## config.mk

```make
export PLATFORM = sky130hd
export DESIGN_NAME = periodic_and_one_shot_timer_list_top
export DESIGN_NICKNAME = d
export VERILOG_FILES = /design/src/rtl/tmrlist_pkg.sv /design/src/rtl/tmrlist_ram.sv /design/src/rtl/tmrlist_front.sv /design/src/rtl/tmrlist_back.sv /design/src/rtl/periodic_and_one_shot_timer_list_top.sv
export SDC_FILE = /design/constraint.sdc
export NUM_CORES = 2
export LEC_CHECK = 0
export BUFFER_PORTS_ARGS = -buffer_cell sky130_fd_sc_hd__buf_2
export CORE_MARGIN = 2
export CORE_UTILIZATION = 50
export DETAILED_ROUTE_END_ITERATION = 12
export GPL_ROUTABILITY_DRIVEN = 0
export HOLD_SLACK_MARGIN = 0.03
export PLACE_DENSITY = 0.63
export SLEW_MARGIN = 20
export SYNTH_ARGS = -nofsm -noshare
export SYNTH_HDL_FRONTEND = slang
export SYNTH_SLANG_ARGS = --single-unit
```

## constraint.sdc

```tcl
create_clock -name clk -period 13.2 [get_ports clk]
set_input_delay 1.98 -clock clk [delete_from_list [all_inputs] [get_ports clk]]
set_output_delay 1.98 -clock clk [all_outputs]
set_load 0.03 [all_outputs]
```

## src/rtl/tmrlist_pkg.sv

```systemverilog
package tmrlist_pkg;

	localparam int DEF_MAX_TIMERS = 16;
	localparam int QUEUE_DEPTH    = 2;

	localparam logic OP_TICK = 1'b0;
	localparam logic OP_SET  = 1'b1;

	typedef enum logic [1:0] {
		KIND_ACCEPTED = 2'd0,
		KIND_REJECTED = 2'd1,
		KIND_FIRED    = 2'd2,
		KIND_DONE     = 2'd3
	} result_kind_t;

	typedef struct packed {
		logic        op;
		logic [63:0] now_time;
		logic [47:0] duration_ns;
		logic        looping;
		logic        action_present;
		logic [7:0]  action_id;
	} tl_in_t;

	typedef struct packed {
		logic [1:0] result_kind;
		logic [7:0] fired_action;
		logic       last;
	} tl_out_t;

	// one stored timer
	typedef struct packed {
		logic [63:0] start_time;
		logic [47:0] duration;
		logic        looping;
		logic        action_present;
		logic [7:0]  action_id;
	} timer_t;

	// head of the command queue as seen by the back end
	typedef struct packed {
		logic   valid;
		logic   is_set;
		tl_in_t item;
	} q_head_t;

	typedef enum logic [1:0] {
		BK_IDLE,
		BK_SCAN,
		BK_PACK
	} back_state_t;

endpackage

```

## src/rtl/tmrlist_ram.sv

```systemverilog
module tmrlist_ram #(
	parameter int WIDTH  = 8,
	parameter int DEPTH  = 16,
	parameter int ADDR_W = 4
) (
	input  logic              clk,
	input  logic              wr_en,
	input  logic [ADDR_W-1:0] wr_addr,
	input  logic [WIDTH-1:0]  wr_data,
	input  logic              rd_en,
	input  logic [ADDR_W-1:0] rd_addr,
	output logic [WIDTH-1:0]  rd_data
);

	logic [WIDTH-1:0] mem [DEPTH];
	logic [WIDTH-1:0] rd_data_q;

	always_ff @(posedge clk) begin
		if (wr_en) begin
			mem[wr_addr] <= wr_data;
		end
		if (rd_en) begin
			rd_data_q <= mem[rd_addr];
		end
	end

	assign rd_data = rd_data_q;

endmodule

```

## src/rtl/tmrlist_front.sv

```systemverilog
module tmrlist_front
	import tmrlist_pkg::*;
(
	input  logic    clk,
	input  logic    arst_n,
	input  logic    start,
	output logic    busy,
	input  tl_in_t  item,
	output q_head_t head,
	input  logic    pop
);

	localparam int QPTR_W = (QUEUE_DEPTH > 1) ? $clog2(QUEUE_DEPTH) : 1;
	localparam int QCNT_W = $clog2(QUEUE_DEPTH + 1);

	tl_in_t              q_item_q [QUEUE_DEPTH];
	logic                q_set_q  [QUEUE_DEPTH];
	logic [QPTR_W-1:0]   wr_ptr_q;
	logic [QPTR_W-1:0]   rd_ptr_q;
	logic [QCNT_W-1:0]   fill_q;
	logic                push;
	logic                do_pop;

	assign busy   = (fill_q == QCNT_W'(QUEUE_DEPTH));
	assign push   = start && !busy;
	assign do_pop = pop && (fill_q != '0);

	assign head.valid  = (fill_q != '0);
	assign head.is_set = q_set_q[rd_ptr_q];
	assign head.item   = q_item_q[rd_ptr_q];

	always_ff @(posedge clk) begin
		if (push) begin
			q_item_q[wr_ptr_q] <= item;
			q_set_q[wr_ptr_q]  <= (item.op == OP_SET);
		end
	end

	always_ff @(posedge clk or negedge arst_n) begin
		if (!arst_n) begin
			wr_ptr_q <= '0;
			rd_ptr_q <= '0;
			fill_q   <= '0;
		end else begin
			if (push) begin
				wr_ptr_q <= (wr_ptr_q == QPTR_W'(QUEUE_DEPTH - 1)) ? '0 : wr_ptr_q + 1'b1;
			end
			if (do_pop) begin
				rd_ptr_q <= (rd_ptr_q == QPTR_W'(QUEUE_DEPTH - 1)) ? '0 : rd_ptr_q + 1'b1;
			end
			if (push && !do_pop) begin
				fill_q <= fill_q + 1'b1;
			end else if (!push && do_pop) begin
				fill_q <= fill_q - 1'b1;
			end
		end
	end

endmodule

```

## src/rtl/tmrlist_back.sv

```systemverilog
module tmrlist_back
	import tmrlist_pkg::*;
#(
	parameter int MAX_TIMERS = DEF_MAX_TIMERS
) (
	input  logic    clk,
	input  logic    arst_n,
	input  q_head_t head,
	output logic    pop,
	output logic    strobe,
	output tl_out_t result
);

	localparam int IDX_W = (MAX_TIMERS > 1) ? $clog2(MAX_TIMERS) : 1;
	localparam int CNT_W = $clog2(MAX_TIMERS + 1);
	localparam int REC_W = $bits(timer_t);

	back_state_t      state_q, state_d;
	logic [CNT_W-1:0] count_q;
	logic [63:0]      last_tick_q;
	logic [63:0]      now_q;
	logic [IDX_W-1:0] idx_q;
	logic             iss_q;
	logic             valid_s1;
	logic [IDX_W-1:0] idx_s1;
	logic [CNT_W-1:0] kept_q;
	logic [MAX_TIMERS-1:0] rm_q;

	logic             wr_en, rd_en;
	logic [IDX_W-1:0] wr_addr;
	timer_t           wr_data, rd_data;
	logic [REC_W-1:0] rd_raw;

	logic             full;
	logic [63:0]      elapsed;
	logic             fire;
	logic             scan_end;
	logic             pack_end;
	logic             keep;

	logic             res_v;
	tl_out_t          res;

	tmrlist_ram #(
		.WIDTH  (REC_W),
		.DEPTH  (MAX_TIMERS),
		.ADDR_W (IDX_W)
	) u_ram (
		.clk     (clk),
		.wr_en   (wr_en),
		.wr_addr (wr_addr),
		.wr_data (wr_data),
		.rd_en   (rd_en),
		.rd_addr (idx_q),
		.rd_data (rd_raw)
	);

	assign rd_data  = timer_t'(rd_raw);
	assign full     = (count_q >= CNT_W'(MAX_TIMERS));
	assign elapsed  = now_q - rd_data.start_time;
	assign fire     = (elapsed >= {16'd0, rd_data.duration});
	assign scan_end = valid_s1 && (idx_s1 == '0);
	assign pack_end = valid_s1 && (CNT_W'(idx_s1) == count_q - CNT_W'(1));
	assign keep     = !rm_q[idx_s1];

	always_comb begin
		state_d = state_q;
		case (state_q)
			BK_IDLE: begin
				if (head.valid && !head.is_set && count_q != '0) begin
					state_d = BK_SCAN;
				end
			end
			BK_SCAN: begin
				if (scan_end) begin
					state_d = BK_PACK;
				end
			end
			BK_PACK: begin
				if (pack_end) begin
					state_d = BK_IDLE;
				end
			end
			default: state_d = BK_IDLE;
		endcase
	end

	always_comb begin
		pop     = 1'b0;
		wr_en   = 1'b0;
		wr_addr = idx_s1;
		wr_data = rd_data;
		rd_en   = 1'b0;
		res_v   = 1'b0;
		res     = '0;
		case (state_q)
			BK_IDLE: begin
				if (head.valid) begin
					pop   = 1'b1;
					res_v = 1'b1;
					res.last = 1'b1;
					if (head.is_set) begin
						if (full) begin
							res.result_kind = KIND_REJECTED;
						end else begin
							res.result_kind        = KIND_ACCEPTED;
							wr_en                  = 1'b1;
							wr_addr                = IDX_W'(count_q);
							wr_data.start_time     = last_tick_q;
							wr_data.duration       = head.item.duration_ns;
							wr_data.looping        = head.item.looping;
							wr_data.action_present = head.item.action_present;
							wr_data.action_id      = head.item.action_id;
						end
					end else if (count_q == '0) begin
						res.result_kind = KIND_DONE;
					end else begin
						res_v = 1'b0;
					end
				end
			end
			BK_SCAN: begin
				rd_en = iss_q;
				if (valid_s1 && fire) begin
					if (rd_data.action_present) begin
						res_v            = 1'b1;
						res.result_kind  = KIND_FIRED;
						res.fired_action = rd_data.action_id;
					end
					if (rd_data.looping) begin
						wr_en              = 1'b1;
						wr_data.start_time = now_q;
					end
				end
			end
			BK_PACK: begin
				rd_en = iss_q;
				// survivors slide down to the next free slot
				if (valid_s1 && keep) begin
					wr_en   = 1'b1;
					wr_addr = IDX_W'(kept_q);
				end
				if (pack_end) begin
					res_v           = 1'b1;
					res.result_kind = KIND_DONE;
					res.last        = 1'b1;
				end
			end
			default: ;
		endcase
	end

	always_ff @(posedge clk or negedge arst_n) begin
		if (!arst_n) begin
			state_q     <= BK_IDLE;
			count_q     <= '0;
			last_tick_q <= '0;
			iss_q       <= 1'b0;
			valid_s1    <= 1'b0;
			strobe      <= 1'b0;
		end else begin
			state_q  <= state_d;
			valid_s1 <= rd_en;
			strobe   <= res_v;
			case (state_q)
				BK_IDLE: begin
					if (head.valid) begin
						if (head.is_set) begin
							if (!full) begin
								count_q <= count_q + CNT_W'(1);
							end
						end else begin
							last_tick_q <= head.item.now_time;
							iss_q       <= (count_q != '0);
						end
					end
				end
				BK_SCAN: begin
					if (iss_q && idx_q == '0) begin
						iss_q <= 1'b0;
					end
					if (scan_end) begin
						iss_q <= 1'b1;
					end
				end
				BK_PACK: begin
					if (iss_q && CNT_W'(idx_q) == count_q - CNT_W'(1)) begin
						iss_q <= 1'b0;
					end
					if (pack_end) begin
						count_q <= kept_q + CNT_W'(keep);
					end
				end
				default: ;
			endcase
		end
	end

	always_ff @(posedge clk) begin
		idx_s1 <= idx_q;
		result <= res;
		case (state_q)
			BK_IDLE: begin
				if (head.valid && !head.is_set) begin
					now_q <= head.item.now_time;
					rm_q  <= '0;
					idx_q <= IDX_W'(count_q - CNT_W'(1));
				end
			end
			BK_SCAN: begin
				if (iss_q && idx_q != '0) begin
					idx_q <= idx_q - IDX_W'(1);
				end
				if (valid_s1 && fire && !rd_data.looping) begin
					rm_q[idx_s1] <= 1'b1;
				end
				if (scan_end) begin
					idx_q  <= '0;
					kept_q <= '0;
				end
			end
			BK_PACK: begin
				if (iss_q && CNT_W'(idx_q) != count_q - CNT_W'(1)) begin
					idx_q <= idx_q + IDX_W'(1);
				end
				if (valid_s1 && keep) begin
					kept_q <= kept_q + CNT_W'(1);
				end
			end
			default: ;
		endcase
	end

endmodule

```

## src/rtl/periodic_and_one_shot_timer_list_top.sv

```systemverilog
// channel   dir  handshake                 payload
// command   in   start high, busy low      item   (tl_in_t)
// result    out  strobe, one cycle, no hold result (tl_out_t)
//
// a set is handled by the executor straight from its idle state; a tick with timers
// held walks the timer memory twice (an empty list gives its done result without a walk):
// a fire pass from newest to oldest and a compaction pass from oldest to newest
// reset clears the timer count and the last tick time; the memory is not cleared
// a two-entry command queue takes new commands while the executor runs
// results cannot be stalled and leave through an output register
module periodic_and_one_shot_timer_list_top
	import tmrlist_pkg::*;
#(
	parameter int MAX_TIMERS = DEF_MAX_TIMERS
) (
	input  logic    clk,
	input  logic    arst_n,
	input  logic    start,
	output logic    busy,
	input  tl_in_t  item,
	output logic    strobe,
	output tl_out_t result
);

	q_head_t head;
	logic    pop;

	tmrlist_front u_front (
		.clk    (clk),
		.arst_n (arst_n),
		.start  (start),
		.busy   (busy),
		.item   (item),
		.head   (head),
		.pop    (pop)
	);

	tmrlist_back #(
		.MAX_TIMERS (MAX_TIMERS)
	) u_back (
		.clk    (clk),
		.arst_n (arst_n),
		.head   (head),
		.pop    (pop),
		.strobe (strobe),
		.result (result)
	);

endmodule

```

# Yosys cells after proc, flatten, opt, wreduce, memory -nomap -nowiden
# Memory sizes are Yosys's and may differ from the RTL's. A register that Yosys moved wholly into a read port is not among the register bits.
# Index checks and enable logic that the tools add are counted.
# word_totals
reg_bits	182
ram_bits	2200
input_bits	126
wordCells	177
mem_count	3
# memory_table
memory	depth	word_bits	read_ports	rd_ports_with_merged_regs	write_ports	line_no	text
u_back.u_ram.mem	16	122	1	1	1	tmrlist_ram.sv:15	logic [WIDTH-1:0] mem [DEPTH];
u_front.q_item_q	2	123	1	0	1	tmrlist_front.sv:16	tl_in_t q_item_q [QUEUE_DEPTH];
u_front.q_set_q	2	1	1	0	1	tmrlist_front.sv:17	logic q_set_q [QUEUE_DEPTH];
# classes
n_addsub	11
order_cmp	4
n_eq_ne	20
n_mux	76
n_bitwise	2
reduce_logical	44
# ops
operator	n
$mux 122	3
$mux 64	2
$pmux 64 s2	1
$ge 64x48->1	1
$sub 64x64->64	1
$mux 58	1
$mux 16	2
$mux 4	8
$pmux 16 s2	1
$mux 5	6
$mux 1	29
$mux 10	2
$ne 2x1->1 const B	10
$pmux 5 s2	2
$mux 2	9
$logic_and 1x1->1	16
$or 16x16->16	1
$reduce_and 3->1	5
$pmux 2 s3	2
$pmux 4 s3	1
$add 5x1->5 const B	2
$eq 4x5->1	2
$reduce_and 5->1	2
$reduce_bool 2->1	5
other kinds (31)	43

# Depth between registers and ports, before layout
# logic_depth
word_depth	8
depth_mapped	28
depth_no_buf	25

# Cells and area by module
# Synthesis repeated with hierarchy kept, for this count alone.
# hier_totals
hier_cells	5228
hier_area_um2	100538.9
# modules_own_cells
mod	instances	cells_each	area_per_inst_um2	seq_area_each_um2
tmrlist_ram	1	3118	76510.9	62279.7
tmrlist_back	1	1707	14705.4	4824.6
tmrlist_front	1	403	9322.7	7487.2

# Worst setup path after synthesis
# Ideal clock, no wire load.
# synth_timing
path_kind	register to register
from	reg u_back.now_q[19]
to	mem u_back.u_ram.mem[10][0] (netlist bit), enable pin
setup_time_ns	0.503
arrival_ns	7.743
required_time_ns	12.697
setup_slack_ns	4.954
stages_incl_launch_ff	26
path_cell_list	edfxtp_1 -> ha_1 -> buf_2 -> nand4_1 -> nor2_1 -> nand3_1 -> a2111oi_2 -> nor2_1 -> o311ai_1 -> a21oi_1 -> o21bai_1 -> xor2_1 -> ha_1 -> nand2_1 -> nor4_1 -> nand3_1 -> nor2_1 -> nor4b_1 -> a221oi_1 -> o2111ai_1 -> nor4_1 -> and4_4 -> nor2b_2 -> buf_6 -> buf_4 -> o31a_1
# synth_between
elab_chain_cells	7
# synth_rtl
element	line_no	text
start: declaration	tmrlist_back.sv:21	logic [63:0] now_q;
start signal: assignment	tmrlist_back.sv:205	now_q <= head.item.now_time;
$sub 64x64->64	tmrlist_back.sv:60	assign elapsed = now_q - rd_data.start_time;
$ge 64x48->1	tmrlist_back.sv:61	assign fire = (elapsed >= {16'd0, rd_data.duration});
$logic_and 1x1->1	tmrlist_back.sv:124	if (valid_s1 && fire) begin
$mux 1	tmrlist_back.sv:124	
$pmux 1 s3	tmrlist_back.sv:96	case (state_q)
$mux 1	tmrlist_ram.sv:19	if (wr_en) begin
$mux 1 (implied by the code)	tmrlist_ram.sv:20	mem[wr_addr] <= wr_data;
end: declaration	tmrlist_ram.sv:15	
# No other way between the ends.

# Worst setup path after layout
# layout_timing
from	reg u_back.u_ram.rd_data_q[76] (netlist: u_back.u_ram.rd_data[76]) (read register of u_back.u_ram.mem)
to	mem u_back.u_ram.mem[0][81] (netlist bit), enable pin
# layout_between
elab_chain_cells	7
# layout_rtl
element	line_no	text
start: declaration	tmrlist_ram.sv:16	logic [WIDTH-1:0] rd_data_q;
$sub 64x64->64	tmrlist_back.sv:60	
$ge 64x48->1	tmrlist_back.sv:61	
$logic_and 1x1->1	tmrlist_back.sv:124	
$mux 1	tmrlist_back.sv:124	
$pmux 1 s3	tmrlist_back.sv:96	
$mux 1	tmrlist_ram.sv:19	
$mux 1 (implied by the code)	tmrlist_ram.sv:20	
# No other way between the ends.

==> metrics.txt <==
status completed; max_slew headroom 21.6%; total power 30.2 mW; Top FF cell, synth edfxtp_1; setup bufs post-CTS 0; antenna violations before repair 4; CTS Hold Bufs 0; post-layout util 56.5%; drt drc 0; DPL Wire Length 138000 um; starting density of the core 50.4%; GR Overflow Total 0; Seq pwr share 40.7%; clock sink total 2502; synth top area cells edfxtp_1 (72%), mux4_2 (14%), dfrtp_1 (1.9%); clock network fraction of total power 24.0%; Starting DRT DRC Count 5967; Layout area overhead 12.2%; final cell count without fillers 8068; Yosys cell types 86; vias in the first global route 50400; root buffer cell clkbuf_16; asr flop ratio synth 3.12%; routed via count 50300; fill count 14900; cell taking the most area after synthesis edfxtp_1; startpoint types flop; Yosys reg bits 2502; vias per cell 6.23; syn nets 5250; fin area 113000 um^2; Max Buffers Root-to-Sink 4; Max Clk Rate 111 MHz; FP Rows 164; static leakage 36.8 nW; Final nets 5473; worst hold path startpoint u_back.last_tick_q[7]; RSZ-0062 raised after global routing no; worst min path class flop to flop; CTS tree yes; P per Cell Area 267 nW/um^2; count of cells resized by post-cts repair 0; crit path DAT 9.56 ns; EDFF count, synth 2409; Max rail drop VDD 0.000193 V; Mapped Cells 4998; 1st-pass router iterations 6; WP data required 13.75 ns; H-tree depth 5; Int Pwr 19.9 mW; Ys Warns 0; Core ar. 200000 um^2; CTS Buf Count 276; Hold Fails Final Rpt 0; CP Launch Point u_back.u_ram.rd_data[76]; clock-pin slew on the worst setup and hold paths 0.06 ns; DRT antenna net count 0; GRT Util Overall 24.2%; pin count of the biggest net entering global routing 168; worst skew pair latency 0.96 ns; chip height 453 um; Period minus WS final 9.01 ns; CP max FO 33; Reg-to-Reg Start u_back.u_ram.rd_data[76]; Gate power share 35.3%; WL/cell 30.6 um; Synth top area share 71.8%; Max stage delay cell, worst path o31a_2; Least-Margin Pin Slew 1.18 ns; Crit Path Category flop to flop; Mean Syn Cell Area 20.1 um^2; sequential share of the synthesized area 74.1%; max-cap violations 0; IO buf count 138; Critical Path End Type flop; Final setup viols 0; most common cell in the netlist edfxtp_1; Crit path largest cell delay 0.86 ns; Final Cycle Share 68.3%; Placed Cells 7598; total die area 205000 um^2; Synth top cells by count edfxtp_1 (2409), mux4_2 (615), a21oi_1 (180); Worst Skew 0.0582 ns; max-slew violation count 0; I/O pins 139; post-placement cell area 104000 um^2; switch share 34.1%; DIE WIDTH 453 um; layout cells sized above 1 25.9%; Sw Pwr 10.3 mW; mapped cell area 101000 um^2; final setup TNS 0 ns; global-route wire length before repair 359000 um; routed wire length 247000 um
[cells by family after synthesis]
group	after synthesis	share of synthesized area, %
fa+ha+maj	126	1.57
xor+xnor	70	0.609
simple gates	572	2.82
buf+inv	401	1.59
mux	812	15.9
compound gates	515	3.47
flops	2502	74.1
[per-layer routing]
layer / wire length [um] / up-vias / global-route usage (%)
met1: 105000 / 27000 / 34.7
li1: - / 21000 / -
met2: 122000 / 1892 / 39.4
met5: 0 / - / 0
met4: 5060 / 0 / 5.94
met3: 15200 / 339 / 3.65
[final timing paths]
path	end	slack [ns]	depth (start not counted)
setup / recovery	u_back.u_ram.mem[0][81]	4.19	26
hold / removal	u_back.last_tick_q[7]	0.50	1
setup reg to reg	u_back.u_ram.mem[0][81]	4.19	26
hold reg to reg	u_back.last_tick_q[7]	0.50	1
max in group asynchronous	u_front.rd_ptr_q	10.74	2
min in group asynchronous	u_back.last_tick_q[40]	1.13	1
[final cells by class]
type | instances | area [um^2] | share of cell area (%)
clock buffer | 358 | 7480 | 6.62
inverter | 139 | 522 | 0.462
antenna | 1 | 2.50 | 0.00221
clock inverter | 110 | 933 | 0.826
tap | 2656 | 3320 | 2.94
multi-input combinational | 2095 | 24700 | 21.9
sequential | 2502 | 74600 | 66.0
timing repair buffer | 207 | 1420 | 1.26
[power groups by stage]
stage	clock network, mW	registers, mW	logic [mW]
final	7.25	12.3	10.7
after global routing	7.70	12.4	11.4
after CTS	7.37	12.3	10.7
after detailed placement	0	12.5	10.6
after global placement	0	12.4	10.5
after floorplan	0	12.3	7.12
[registers in the layout, summed over array words and instances, names as in the netlist, 2 cells and up]
name                  flops
u_back.last_tick_q       64
u_back.u_ram.rd_data    122
u_front.q_item_q        245
u_back.now_q             64
u_back.kept_q             5
u_front.fill_q            2
u_back.rm_q              16
u_back.idx_q              4
u_back.state_q            2
u_back.count_q            5
u_back.u_ram.mem       1952
u_back.result            11
u_back.idx_s1             4
[worst max-delay path: cells and delay by family, from the launching register on]
family	cells	cell delay [ns]
adders and majority gates	2	0.75
buffers and inverters	4	1.77
xor gates and xnor gates	1	0.10
and+or+nand+nor	12	2.53
AOI/OAI and AO/OA	7	2.99
DFF	1	0.39
[layout by cell type (no fill, tap or decap), types with 67 or more instances in the layout]
master        n
nand2_1     127
clkbuf_16   283
buf_2       137
a21oi_1     141
dfrtp_1      77
and2_1       76
o21ai_0      87
edfxtp_1   2409
mux2_2      130
inv_1       139
mux4_2      615
ha_1        125
mux2i_1      67
nor2_1      157
[stage by stage]
| step | setup WS, ns | hold slack, ns |
|---|---|---|
| final | 4.19 | 0.497 |
| after CTS | 4.37 | 0.500 |
| after global routing | 3.87 | 0.507 |
| after detailed placement | 4.46 | 0.487 |
| after floorplan | 4.95 | 0.366 |
| after global placement | 4.69 | 0.480 |
Power figures use the tool's default switching activity.
